File: config.mk
export PLATFORM = sky130hd
export DESIGN_NAME = lru_key_value_cache
export DESIGN_NICKNAME = d
export VERILOG_FILES = /design/src/lkv_pkg.sv /design/src/lkv_cell.sv /design/src/lkv_ctrl.sv /design/src/lru_key_value_cache.sv
export SDC_FILE = /design/constraint.sdc
export NUM_CORES = 1
export LEC_CHECK = 0
export BUFFER_PORTS_ARGS = -buffer_cell sky130_fd_sc_hd__clkbuf_2
export CORE_MARGIN = 4
export CORE_UTILIZATION = 31
export DETAILED_ROUTE_END_ITERATION = 8
export SLEW_MARGIN = 20
export SYNTH_ARGS = -nofsm -noshare
export SYNTH_HDL_FRONTEND = slang
export SYNTH_SLANG_ARGS = --single-unit
File: constraint.sdc
create_clock -name clk -period 21.6 [get_ports clk]
set_clock_uncertainty 0.15 [all_clocks]
set_input_delay 2.16 -clock clk [delete_from_list [all_inputs] [get_ports clk]]
set_output_delay 2.16 -clock clk [all_outputs]
set_load 0.01 [all_outputs]
File: src/lkv_pkg.sv
// Shared types and constants for the LRU key-value cache.
`default_nettype none

package lkv_pkg;

	localparam int unsigned MAX_ENTRIES_DEF = 16;
	localparam int unsigned DATA_W = 32;
	localparam int unsigned CAP_W = 5;
	localparam logic [CAP_W-1:0] CAP_RESET = 5'd16;

	localparam logic REQ_GET = 1'b0;
	localparam logic REQ_SET = 1'b1;

	typedef struct packed {
		logic              valid;
		logic [DATA_W-1:0] key;
		logic [DATA_W-1:0] value;
	} entry_t;

endpackage

`default_nettype wire

File: src/lkv_cell.sv
// One storage cell of the recency-ordered ring of cache entries.
`default_nettype none

module lkv_cell (
	input  wire logic            clk,
	input  wire logic            arst_n,
	input  wire logic            shift_en,
	input  wire lkv_pkg::entry_t din,
	output lkv_pkg::entry_t      dout
);

	logic                       valid_q;
	logic [lkv_pkg::DATA_W-1:0] key_q;
	logic [lkv_pkg::DATA_W-1:0] value_q;

	always_ff @(posedge clk or negedge arst_n) begin
		if (!arst_n) begin
			valid_q <= 1'b0;
		end else if (shift_en) begin
			valid_q <= din.valid;
		end
	end

	always_ff @(posedge clk) begin
		if (shift_en) begin
			key_q   <= din.key;
			value_q <= din.value;
		end
	end

	assign dout = '{valid: valid_q, key: key_q, value: value_q};

endmodule

`default_nettype wire

File: src/lkv_ctrl.sv
// Sequencer at the head of the ring: search pass, then rebuild pass with move to front.
`default_nettype none

module lkv_ctrl #(
	parameter int unsigned MAX_ENTRIES = lkv_pkg::MAX_ENTRIES_DEF
) (
	input  wire logic                              clk,
	input  wire logic                              arst_n,
	input  wire logic                              start,
	input  wire logic                              req_type,
	input  wire logic signed [lkv_pkg::DATA_W-1:0] key,
	input  wire logic signed [lkv_pkg::DATA_W-1:0] write_value,
	input  wire logic signed [lkv_pkg::DATA_W-1:0] fill_value,
	input  wire logic [lkv_pkg::CAP_W-1:0]         capacity,
	input  wire lkv_pkg::entry_t                   head,
	output lkv_pkg::entry_t                        tail,
	output logic                                   shift_en,
	output logic                                   busy,
	output logic                                   done,
	output logic signed [lkv_pkg::DATA_W-1:0]      read_value,
	output logic                                   hit
);

	localparam int unsigned IW = (MAX_ENTRIES > 1) ? $clog2(MAX_ENTRIES) : 1;
	localparam int unsigned CW = $clog2(MAX_ENTRIES + 1);
	localparam int unsigned EW = (CW > lkv_pkg::CAP_W) ? CW : lkv_pkg::CAP_W;
	localparam logic [IW-1:0] LAST_STEP = IW'(MAX_ENTRIES - 1);
	localparam logic [EW-1:0] MAX_CAP = EW'(MAX_ENTRIES);

	typedef enum logic [2:0] {
		ST_IDLE    = 3'b001,
		ST_SEARCH  = 3'b010,
		ST_REBUILD = 3'b100
	} state_t;

	state_t                     state_q;
	logic [IW-1:0]              step_q;
	logic [CW-1:0]              count_q;
	logic                       hit_q;
	logic                       removed_q;
	logic                       done_q;
	logic                       set_q;
	logic [lkv_pkg::DATA_W-1:0] key_q;
	logic [lkv_pkg::DATA_W-1:0] new_val_q;
	lkv_pkg::entry_t            hold_q;

	logic [EW-1:0]   cap_ext;
	logic [EW-1:0]   eff_cap;
	logic            evict;
	logic [CW-1:0]   rem_idx;
	logic            match;
	logic            at_removal;
	logic            last_step;
	lkv_pkg::entry_t new_entry;

	// Valid entries sit at positions 0 to count-1, most recent first.
	always_comb begin
		cap_ext = EW'(capacity);
		if (cap_ext == '0) begin
			eff_cap = EW'(1);
		end else if (cap_ext > MAX_CAP) begin
			eff_cap = MAX_CAP;
		end else begin
			eff_cap = cap_ext;
		end
		evict      = (EW'(count_q) >= eff_cap);
		rem_idx    = evict ? (count_q - CW'(1)) : count_q;
		match      = head.valid && (head.key == key_q);
		at_removal = hit_q ? match : (CW'(step_q) == rem_idx);
		last_step  = (step_q == LAST_STEP);
		new_entry  = '{valid: 1'b1, key: key_q, value: new_val_q};
	end

	// Until the removed entry passes, the ring is refilled one position late, which
	// opens position 0 for the new entry.
	always_comb begin
		tail = head;
		if (state_q == ST_REBUILD && !removed_q) begin
			tail = (step_q == '0) ? new_entry : hold_q;
		end
	end

	always_ff @(posedge clk or negedge arst_n) begin
		if (!arst_n) begin
			state_q   <= ST_IDLE;
			step_q    <= '0;
			count_q   <= '0;
			hit_q     <= 1'b0;
			removed_q <= 1'b0;
			done_q    <= 1'b0;
		end else begin
			done_q <= 1'b0;
			unique case (state_q)
				ST_IDLE: begin
					if (start) begin
						state_q <= ST_SEARCH;
						step_q  <= '0;
						hit_q   <= 1'b0;
					end
				end
				ST_SEARCH: begin
					if (match) begin
						hit_q <= 1'b1;
					end
					if (last_step) begin
						state_q   <= ST_REBUILD;
						step_q    <= '0;
						removed_q <= 1'b0;
					end else begin
						step_q <= step_q + IW'(1);
					end
				end
				ST_REBUILD: begin
					if (!removed_q && at_removal) begin
						removed_q <= 1'b1;
					end
					if (last_step) begin
						state_q <= ST_IDLE;
						done_q  <= 1'b1;
						if (!hit_q && !evict) begin
							count_q <= count_q + CW'(1);
						end
					end else begin
						step_q <= step_q + IW'(1);
					end
				end
				default: begin
					state_q <= ST_IDLE;
				end
			endcase
		end
	end

	always_ff @(posedge clk) begin
		if (state_q == ST_IDLE && start) begin
			key_q     <= key;
			set_q     <= (req_type == lkv_pkg::REQ_SET);
			new_val_q <= (req_type == lkv_pkg::REQ_SET) ? write_value : fill_value;
		end
		if (state_q == ST_SEARCH && match && !set_q) begin
			new_val_q <= head.value;
		end
		if (state_q == ST_REBUILD && !removed_q) begin
			hold_q <= head;
		end
	end

	assign shift_en   = (state_q == ST_SEARCH) || (state_q == ST_REBUILD);
	assign busy       = (state_q != ST_IDLE);
	assign done       = done_q;
	assign hit        = hit_q;
	assign read_value = set_q ? '0 : new_val_q;

endmodule

`default_nettype wire

File: src/lru_key_value_cache.sv
// Top level of the fully associative LRU key-value cache built as a ring of cells.
//
//   channel   | ports                                        | transaction at edge
//   ----------+----------------------------------------------+---------------------
//   request   | start, busy, req_type, key, write_value,     | start && !busy
//             | fill_value                                   |
//   result    | done, read_value, hit                        | done
//   config    | cfg_we, cfg_wdata                            | cfg_we
//
// Busy stays high while an accepted request is in work: the ring of cells
// rotates once past the head to look up the key, then once more to move the entry to the
// front and, on a miss with a full cache, drop the least recent entry. The done strobe
// appears in the cycle after the last rotation step, with busy already low, so the next
// request can be accepted at the end of that same cycle; no new request is taken while busy.
// Reset clears every valid bit directly; no clearing pass is needed.
// The receiver cannot stall; a result is on the ports for exactly one cycle.
`default_nettype none

module lru_key_value_cache #(
	parameter int unsigned MAX_ENTRIES = lkv_pkg::MAX_ENTRIES_DEF
) (
	input  wire logic                              clk,
	input  wire logic                              arst_n,
	input  wire logic                              start,
	output logic                                   busy,
	input  wire logic                              req_type,
	input  wire logic signed [lkv_pkg::DATA_W-1:0] key,
	input  wire logic signed [lkv_pkg::DATA_W-1:0] write_value,
	input  wire logic signed [lkv_pkg::DATA_W-1:0] fill_value,
	input  wire logic                              cfg_we,
	input  wire logic [lkv_pkg::CAP_W-1:0]         cfg_wdata,
	output logic                                   done,
	output logic signed [lkv_pkg::DATA_W-1:0]      read_value,
	output logic                                   hit
);

	logic [lkv_pkg::CAP_W-1:0] cap_q;
	logic                      shift_en;
	lkv_pkg::entry_t           tail;
	lkv_pkg::entry_t           cell_out [MAX_ENTRIES];
	lkv_pkg::entry_t           cell_in  [MAX_ENTRIES];

	always_ff @(posedge clk or negedge arst_n) begin
		if (!arst_n) begin
			cap_q <= lkv_pkg::CAP_RESET;
		end else if (cfg_we) begin
			cap_q <= cfg_wdata;
		end
	end

	// Each cell takes its upper neighbor; the last cell takes what the head sends back.
	for (genvar i = 0; i < MAX_ENTRIES; i++) begin : g_cell
		if (i == MAX_ENTRIES - 1) begin : g_tail
			assign cell_in[i] = tail;
		end else begin : g_link
			assign cell_in[i] = cell_out[i+1];
		end

		lkv_cell u_cell (
			.clk      (clk),
			.arst_n   (arst_n),
			.shift_en (shift_en),
			.din      (cell_in[i]),
			.dout     (cell_out[i])
		);
	end

	lkv_ctrl #(
		.MAX_ENTRIES (MAX_ENTRIES)
	) u_ctrl (
		.clk         (clk),
		.arst_n      (arst_n),
		.start       (start),
		.req_type    (req_type),
		.key         (key),
		.write_value (write_value),
		.fill_value  (fill_value),
		.capacity    (cap_q),
		.head        (cell_out[0]),
		.tail        (tail),
		.shift_en    (shift_en),
		.busy        (busy),
		.done        (done),
		.read_value  (read_value),
		.hit         (hit)
	);

endmodule

`default_nettype wire

==> out/results.ini, run 1 <==
[outcome]
status=finished, final reports clean

[timing]
tns_ns=0
timing.hold.ws_ns=0.2403
setup_viol_count_final=0
max_clock_freq_mhz=207.0
hold_violations=0
final_critical_path_setup_slack_ns=16.77
rsz_0062_raised_after_global_routing=no
max-slew-margin-rel=0.2655
slew_viol_final=0
fin_crit_ns=4.830
worst_pin_slew_ns=1.102
post-route-period-util=0.2236

[worst_hold_path]
min_path_type=flop to flop
holdPathStages=0
hold_start=g_cell[8].u_cell.value_q[26]
min_to=g_cell[7].u_cell.value_q[26]

[layout]
final_common_cell=sky130_fd_sc_hd__edfxtp_1
layout.cells.most_common_list=1,154 x sky130_fd_sc_hd__edfxtp_1, 139 x sky130_fd_sc_hd__clkbuf_2, 113 x sky130_fd_sc_hd__clkbuf_16, 85 x sky130_fd_sc_hd__mux2_2, 72 x sky130_fd_sc_hd__nor2_1
finish.net_count=2047
synthToLayoutAreaGrowth_pct=16.37
share_of_post_route_cells_with_drive_strength_above_1=0.2081
filler_cell_count=11350

[logic_synthesis]
synthTopCellsByArea=sky130_fd_sc_hd__edfxtp_1 89%, sky130_fd_sc_hd__mux2_2 2.4%, sky130_fd_sc_hd__dfrtp_1 2.2%
synth_top_family_by_area=multiplexers
yosys.area_share.adder=0.002877
netlist_area_before_placement_sq_um=39140
muxShareOfSynthArea=0.04108
synth_cells=1693
synth_compound_gate_area_share=0.01308
synth_enable_flop_cells=1154
mean_instance_size_in_the_synthesized_netlist_sq_um=23.12
synthArstFlopShare=0.03025
synth_xor_xnor_area_share=0.008057
yosys_warnings=0
post_synth_num_cell_types=42
synth-simple-area-share=0.02097
synth_top_flop_cell=sky130_fd_sc_hd__edfxtp_1
flip_flop_and_latch_count_after_synthesis=1190
synth.yosys.seq_area_share=0.9085
syn-num-nets=1808
netlist.area_leader.share=0.8855
post-synth-top-area-cell=sky130_fd_sc_hd__edfxtp_1

[clocking]
max_clock_buf_depth=3
clock_tree.htree_level_count=3
cts-resized-gates=0
cts_made_buffers=113
clkSinkCount=1190
tritoncts=built
setup_fix_bufs_post_cts=0
clock_insertion_delay_worst_skew_ns=0.71
ctsRootBufferMaster=sky130_fd_sc_hd__clkbuf_16
cts_stage_hold_buffer_count=0
worst_setup_hold_path_clk_slew_ns=0.07

[place]
gpl.final_weighted_congestion=0.7199
portBuffers=140
place_ws_ns=16.09
detailed_place_hpwl_mm=32.36

[power_and_ir_drop]
power_leakage_nw=15.13
power_per_cell_area_nw_per_um2=123.4
post-layout-total-power_mw=5.620
ir_worst_vdd_mv=0.07704

[global_routing]
grt_first_pass_wirelength_mm=89.78
maximum_number_of_pins_on_one_net_before_global_route_repair=196
overall_overflow_remaining_after_global_route=0
grt.total_usage=0.08727
grt_antenna_before_repair=5
first_global_vias=15380

[job]
maxCapViolCount=0

[detailed_routing]
vias_per_instance=4.128
drt_pre_antenna_iters=4
drt.antenna.violating_nets=0
wl_final_mm=57.94
vias=15170
wl_per_cell_um=15.76
remaining_drc_errors=0
detailedRoute.firstIterationViolations=1261

[worst_setup_path]
cp_slowest_cell=sky130_fd_sc_hd__buf_4
worst_r2r_startpoint=u_ctrl.state_q[1]
max_stage_delay_ns=0.81
rrSetupSlack_ns=16.77
crit_fanout=94
crit_required_ns=21.79
worstSetupPathType=flop to flop
worstReg2RegEnd=g_cell[4].u_cell.value_q[1]
crit_path_cells=nand2b_1 > a21oi_4 > buf_4 > buf_6 > buf_6 > buf_4
endpoint_kind=flop
r2r.worst_path.cells=6
worst_ep_arrival_time_ns=5.02
timing.critical_path.from_type=flop

[floorplanning]
num_rows=130
core_sq_um=125600
fp.dieArea_sq_um=132000
starting_density=0.3117
fp.dieW_um=363.3
die-height_um=363.3
io_pins=141

-- critical path: cells and delay by family, from the launching register on --
family / cells / cell delay, ns
AO/OA/AOI/OAI: 1 / 0.55
buffers and inverters: 4 / 2.87
flip-flops: 1 / 0.47
AND/OR/NAND/NOR: 1 / 0.25
-- cell type report --
cell class	count	area (sq um)	share of cell area
well taps	1650	2064	0.04533
clock buffers	132	2899	0.06366
clock inverters	74	709.4	0.01558
multi-input cells	455	3388	0.07440
repair buffers	160	874.6	0.01920
inverters	12	45.04	0.0009890
diodes	2	5.005	0.0001099
flip-flops and latches	1190	35560	0.7807
-- cell families (layout without fill, tap and decap cells) --
family | after synthesis | in the layout
adders and majority gates | 9 | 9
other | 0 | 2
xor gates and xnor gates | 36 | 36
buffers and inverters | 48 | 378
muxes | 150 | 150
DFF | 1190 | 1190
and+or+nand+nor | 166 | 166
AOI/OAI and AO/OA | 94 | 94
-- Yosys cell counts (all sizes together), types with 2 or more instances --
master  count
clkbuf     24
o221ai      2
nand2b      5
xnor2      15
nor2       72
a31oi       4
dfstp       2
nor4        5
a21oi      67
buf        12
o21ai      13
nand2      21
dfrtp      34
mux2       85
o21bai      2
mux2i      65
edfxtp   1154
inv        12
nor3       10
xor2       21
ha          9
nand3       4
nor2b      36
a211o       2
nand4       5
nor3b       3
-- report_power, final --
group	internal, mW	switching, mW	total [mW]
Sequential	3.14	0.141	3.29
Combinational	0.105	0.311	0.416
Clock	1.07	0.843	1.92
Total	4.32	1.30	5.62
-- worst max path at each step --
stage,start,endpoint,slack [ns],cells past startpoint
2_1_floorplan,u_ctrl.state_q[1],g_cell[10].u_cell.valid_q,7.03,5
3_3_place_gp,u_ctrl.state_q[2],g_cell[1].u_cell.value_q[1],16.35,7
3_5_place_dp,u_ctrl.state_q[1],g_cell[2].u_cell.value_q[1],16.09,6
4_1_cts,u_ctrl.state_q[1],g_cell[2].u_cell.value_q[1],16.13,6
5_1_grt,u_ctrl.state_q[1],g_cell[1].u_cell.value_q[1],16.42,6
6_report,u_ctrl.state_q[1],g_cell[4].u_cell.value_q[1],16.77,6
-- state kept, by name, summed over array words and instances (netlist names), 3 cells and up --
signal	flops
u_ctrl.new_val_q	32
u_ctrl.count_q	5
g_cell.u_cell.key_q	512
u_ctrl.state_q	3
cap_q	5
u_ctrl.hold_q	65
u_ctrl.step_q	4
g_cell.u_cell.value_q	512
g_cell.u_cell.valid_q	16
u_ctrl.key_q	32
-- through the flow --
stage | utilization | cell area [sq um] | cells
after floorplan | - | 39140 | 1693
after global placement | 0.3338 | 41920 | 3467
after detailed placement | 0.3338 | 41920 | 3467
after CTS | 0.3626 | 45530 | 3673
after global routing | 0.3626 | 45540 | 3673
final | 0.3627 | 45540 | 3675
-- layer usage --
metal	track usage	wire (um)	vias up
li1	-	-	7122
met1	0.1284	28830	7674
met2	0.1204	24600	270
met3	0.02790	3000	106
met4	0.03263	1505	0
met5	0	0	-
Note: power is estimated with default switching activity, not from simulation.
==> inputs of run 2 (changes only) <==
--- a/config.mk
+++ b/config.mk
@@ -5,6 +5,7 @@
 export SDC_FILE = /design/constraint.sdc
 export NUM_CORES = 1
 export LEC_CHECK = 0
+export ABC_AREA = 1
 export BUFFER_PORTS_ARGS = -buffer_cell sky130_fd_sc_hd__clkbuf_2
 export CORE_MARGIN = 4
 export CORE_UTILIZATION = 31
==> constraint.sdc (replaced) <==
create_clock -name clk -period 5.1 [get_ports clk]
set_clock_uncertainty 0.15 [all_clocks]
set_input_delay 0.51 -clock clk [delete_from_list [all_inputs] [get_ports clk]]
set_output_delay 0.51 -clock clk [all_outputs]
set_load 0.01 [all_outputs]
==> run 2 against run 1 <==
Effect of this change:
- register-to-register slack worse by 15 ns
- maximum frequency increased by 43%
- power increased to 4.4 times the previous value
- clock power grew to 4.4 times the previous value
- wire length is 14% higher
- sequential share of layout area fell by 1.9 points
- area after synthesis rose by 1.2%
- final cell count grew 11%
- sequential power increased to 4.3 times the previous value
- critical path type unchanged
- largest cell class unchanged
- largest power group unchanged
- highest routed layer unchanged
==> out/results.ini, run 2 <==
[floorplanning]
starting_density=0.3136  ; was 0.3117
die-height_um=365.4  ; was 363.3 um
fp.dieArea_sq_um=133500  ; was 132,000 sq um
fp.dieW_um=365.4  ; was 363.3 um
core_sq_um=126200  ; was 125,600 sq um
num_rows=130  ; unchanged
io_pins=141  ; unchanged

[clocking]
cts_stage_hold_buffer_count=48  ; was 0
ctsRootBufferMaster=sky130_fd_sc_hd__clkbuf_16  ; unchanged
cts_made_buffers=117  ; was 113
setup_fix_bufs_post_cts=0  ; unchanged
worst_setup_hold_path_clk_slew_ns=0.06  ; was 0.07 ns
clock_tree.htree_level_count=3  ; unchanged
clkSinkCount=1190  ; unchanged
tritoncts=built  ; unchanged
cts-resized-gates=0  ; unchanged
max_clock_buf_depth=3  ; unchanged
clock_insertion_delay_worst_skew_ns=0.70  ; was 0.71 ns

[global_routing]
maximum_number_of_pins_on_one_net_before_global_route_repair=132  ; was 196
grt_first_pass_wirelength_mm=99.79  ; was 89.78 mm
first_global_vias=16710  ; was 15,380
overall_overflow_remaining_after_global_route=0  ; unchanged
grt.total_usage=0.09820  ; was 0.08727
grt_antenna_before_repair=6  ; was 5

[worst_setup_path]
endpoint_kind=flop  ; unchanged
r2r.worst_path.cells=9  ; was 6
worstSetupPathType=flop to flop  ; unchanged
worstReg2RegEnd=u_ctrl.new_val_q[1]  ; was g_cell[4].u_cell.value_q[1]
crit_fanout=33  ; was 94
worst_ep_arrival_time_ns=3.49  ; was 5.02 ns
rrSetupSlack_ns=1.73  ; was 16.77 ns
timing.critical_path.from_type=flop  ; unchanged
worst_r2r_startpoint=g_cell[0].u_cell.key_q[22]  ; was u_ctrl.state_q[1]
crit_required_ns=5.22  ; was 21.79 ns

[logic_synthesis]
muxShareOfSynthArea=0.009387  ; was 0.04108
synth_top_family_by_area=simple AND/OR/NAND/NOR gates  ; was multiplexers
synthTopCellsByArea=sky130_fd_sc_hd__edfxtp_1 88%, sky130_fd_sc_hd__nand2_1 2.5%, sky130_fd_sc_hd__dfrtp_1 2.1%  ; was sky130_fd_sc_hd__edfxtp_1 89%, sky130_fd_sc_hd__mux2_2 2.4%, sky130_fd_sc_hd__dfrtp_1 2.2%
post_synth_num_cell_types=34  ; was 42
synth_xor_xnor_area_share=0.003982  ; was 0.008057
netlist.area_leader.share=0.8753  ; was 0.8855
mean_instance_size_in_the_synthesized_netlist_sq_um=19.46  ; was 23.12 sq um
synthArstFlopShare=0.03025  ; unchanged
synth_enable_flop_cells=1154  ; unchanged
yosys-top-cells-count=1,154 x sky130_fd_sc_hd__edfxtp_1, 268 x sky130_fd_sc_hd__nand2_1, 142 x sky130_fd_sc_hd__nor2_1, 128 x sky130_fd_sc_hd__o21ai_0, 110 x sky130_fd_sc_hd__inv_1  ; was 1,154 x sky130_fd_sc_hd__edfxtp_1, 85 x sky130_fd_sc_hd__mux2_2, 72 x sky130_fd_sc_hd__nor2_1, 66 x sky130_fd_sc_hd__a21oi_1, 65 x sky130_fd_sc_hd__mux2i_1
synth-simple-area-share=0.04725  ; was 0.02097
synth_cells=2034  ; was 1,693
synth_top_flop_cell=sky130_fd_sc_hd__edfxtp_1  ; unchanged
post-synth-top-area-cell=sky130_fd_sc_hd__edfxtp_1  ; unchanged
count_leader_synth=sky130_fd_sc_hd__edfxtp_1  ; unchanged
synth_compound_gate_area_share=0.02184  ; was 0.01308
flip_flop_and_latch_count_after_synthesis=1190  ; unchanged
netlist_area_before_placement_sq_um=39590  ; was 39,140 sq um
synth.yosys.seq_area_share=0.8981  ; was 0.9085
yosys.area_share.adder=0.002844  ; was 0.002877
yosys_warnings=0  ; unchanged
syn-num-nets=2149  ; was 1,808

[detailed_routing]
wl_final_mm=66.32  ; was 57.94 mm
detailedRoute.firstIterationViolations=1734  ; was 1,261
vias_per_instance=4.233  ; was 4.128
vias=17200  ; was 15,170
drt.antenna.violating_nets=0  ; unchanged
drt_pre_antenna_iters=5  ; was 4
remaining_drc_errors=0  ; unchanged
wl_per_cell_um=16.32  ; was 15.76 um

[worst_hold_path]
min_to=u_ctrl.new_val_q[20]  ; was g_cell[7].u_cell.value_q[26]
min_path_type=input pin to flop  ; was flop to flop
hold_start=write_value[20]  ; was g_cell[8].u_cell.value_q[26]
holdPathStages=4  ; was 0

[job]
maxCapViolCount=0  ; unchanged

[layout]
largest_registers=g_cell.u_cell.key_q: 512 flops, g_cell.u_cell.value_q: 512 flops, u_ctrl.hold_q: 65 flops  ; unchanged
fin_area_sq_um=46680  ; was 45,540 sq um
layout.cells.most_common_list=1,154 x sky130_fd_sc_hd__edfxtp_1, 267 x sky130_fd_sc_hd__nand2_1, 142 x sky130_fd_sc_hd__nor2_1, 140 x sky130_fd_sc_hd__clkbuf_2, 128 x sky130_fd_sc_hd__o21ai_0  ; was 1,154 x sky130_fd_sc_hd__edfxtp_1, 139 x sky130_fd_sc_hd__clkbuf_2, 113 x sky130_fd_sc_hd__clkbuf_16, 85 x sky130_fd_sc_hd__mux2_2, 72 x sky130_fd_sc_hd__nor2_1
filler_cell_count=11550  ; was 11,350
share_of_post_route_cells_with_drive_strength_above_1=0.1567  ; was 0.2081
finish.net_count=2431  ; was 2,047
final_common_cell=sky130_fd_sc_hd__edfxtp_1  ; unchanged
synthToLayoutAreaGrowth_pct=17.90  ; was 16.37%

[power_and_ir_drop]
switchingPower_mw=6.077  ; was 1.296 mW
power_leakage_nw=15.94  ; was 15.13 nW
pwr-share-clk=0.337  ; was 0.341
ir_worst_vdd_mv=0.3475  ; was 0.07704 mV
power_per_cell_area_nw_per_um2=535.6  ; was 123.4 nW/um^2
swShare=0.2431  ; was 0.2306
internal_power_mw=18.92  ; was 4.324 mW
power.share.combinational=0.096  ; was 0.074
power_frac_seq=0.567  ; was 0.585

[timing]
tns_ns=0  ; unchanged
setup_viol_count_final=0  ; unchanged
rsz_0062_raised_after_global_routing=no  ; unchanged
max-slew-margin-rel=0.3104  ; was 0.2655
post-route-period-util=0.6614  ; was 0.2236
worst_pin_slew_ns=1.034  ; was 1.102 ns
slew_viol_final=0  ; unchanged
hold_violations=0  ; unchanged
fin_crit_ns=3.373  ; was 4.830 ns
max_clock_freq_mhz=296.5  ; was 207.0 MHz

[outcome]
status=finished, final reports clean  ; unchanged

[place]
detailed_place_hpwl_mm=37.84  ; was 32.36 mm
portBuffers=140  ; unchanged
gpl.final_weighted_congestion=0.7808  ; was 0.7199
post_dp_cell_area_sq_um=42410  ; was 41,920 sq um

## run 2: changes by cell type after synthesis, sizes merged, moves of 53 or more
| cell | before | now |
|---|---|---|
| nor2 | 72 | 147 |
| inv | 12 | 114 |
| nand2 | 21 | 271 |
| o21ai | 13 | 130 |
| mux2i | 65 | 0 |
| a21oi | 67 | 14 |
## run 2: kinds of logic (layout without fill, tap and decap cells)
| group | after synthesis | count (layout) |
|---|---|---|
| XOR/XNOR | 18 | 18 |
| flip-flops | 1190 | 1190 |
| other | 0 | 1 |
| adder cells (fa/ha/maj) | 9 | 9 |
| AO/OA/AOI/OAI | 166 | 166 |
| multiplexers | 33 | 33 |
| buffers and inverters | 159 | 538 |
| AND/OR/NAND/NOR | 459 | 459 |
## run 2: worst max path at each step
stage	from	end	slack [ns]	cells after the start
after global routing	u_ctrl.step_q[0]	g_cell[15].u_cell.key_q[26]	1.51	8
after CTS	g_cell[0].u_cell.key_q[22]	u_ctrl.new_val_q[9]	1.64	9
after floorplan	u_ctrl.state_q[1]	g_cell[0].u_cell.key_q[0]	0.79	4
after global placement	u_ctrl.key_q[22]	u_ctrl.new_val_q[18]	1.75	9
final	g_cell[0].u_cell.key_q[22]	u_ctrl.new_val_q[1]	1.73	9
after detailed placement	g_cell[0].u_cell.key_q[22]	u_ctrl.new_val_q[17]	1.69	9
## run 2: power by group through the flow
stage               Clock [mW]  Sequential (mW)  Combinational [mW]
floorplan                    0             14.3                1.52
global placement             0             14.3                2.40
detailed placement           0             14.4                2.45
CTS                       8.72             14.2                2.48
global route              9.15             14.4                2.70
finish                    8.43             14.2                2.41
## run 2: area by class of cell
class | instances | area, sq um | share of cell area
antenna | 1 | 2.502 | 0.00005361
clock buffer | 155 | 3133 | 0.06712
clock inverter | 61 | 655.6 | 0.01405
inverter | 114 | 427.9 | 0.009167
multi-input combinational | 685 | 3406 | 0.07296
sequential | 1190 | 35560 | 0.7618
tap | 1650 | 2064 | 0.04423
timing repair buffer | 208 | 1431 | 0.03067
## run 2: layer usage
layer  track usage  up-vias  part of all wire
met5             0        -                 0
met4       0.03245        0             0.024
met3       0.02355      112             0.058
met2        0.1313      375              0.41
met1        0.1551     8604              0.51
li1              -     8113                 -
## run 2: per-stage QoR
step                      setup WS, ns  instances  total power, mW  hold slack [ns]  utilization
after floorplan                 0.7879       2034            15.79          0.06441            -
after global placement           1.747       3799            16.70           0.2501       0.3360
after detailed placement         1.686       3799            16.81           0.2545       0.3360
after CTS                        1.639       4063            25.41          0.01534       0.3698
after global routing             1.509       4063            26.21          0.05474       0.3698
final                            1.727       4064            25.00          0.08647       0.3698
## run 2: worst max-delay path, cell delays in order, from the launching register on
cell	delay, ns
sky130_fd_sc_hd__edfxtp_1	0.41
sky130_fd_sc_hd__nand2_1	0.09
sky130_fd_sc_hd__nand2_1	0.09
sky130_fd_sc_hd__nor2_1	0.22
sky130_fd_sc_hd__nand2_1	0.08
sky130_fd_sc_hd__nor3_1	0.13
sky130_fd_sc_hd__nand3_1	0.13
sky130_fd_sc_hd__nor2_2	0.24
sky130_fd_sc_hd__nand3b_4	0.45
sky130_fd_sc_hd__nand2_2	0.92
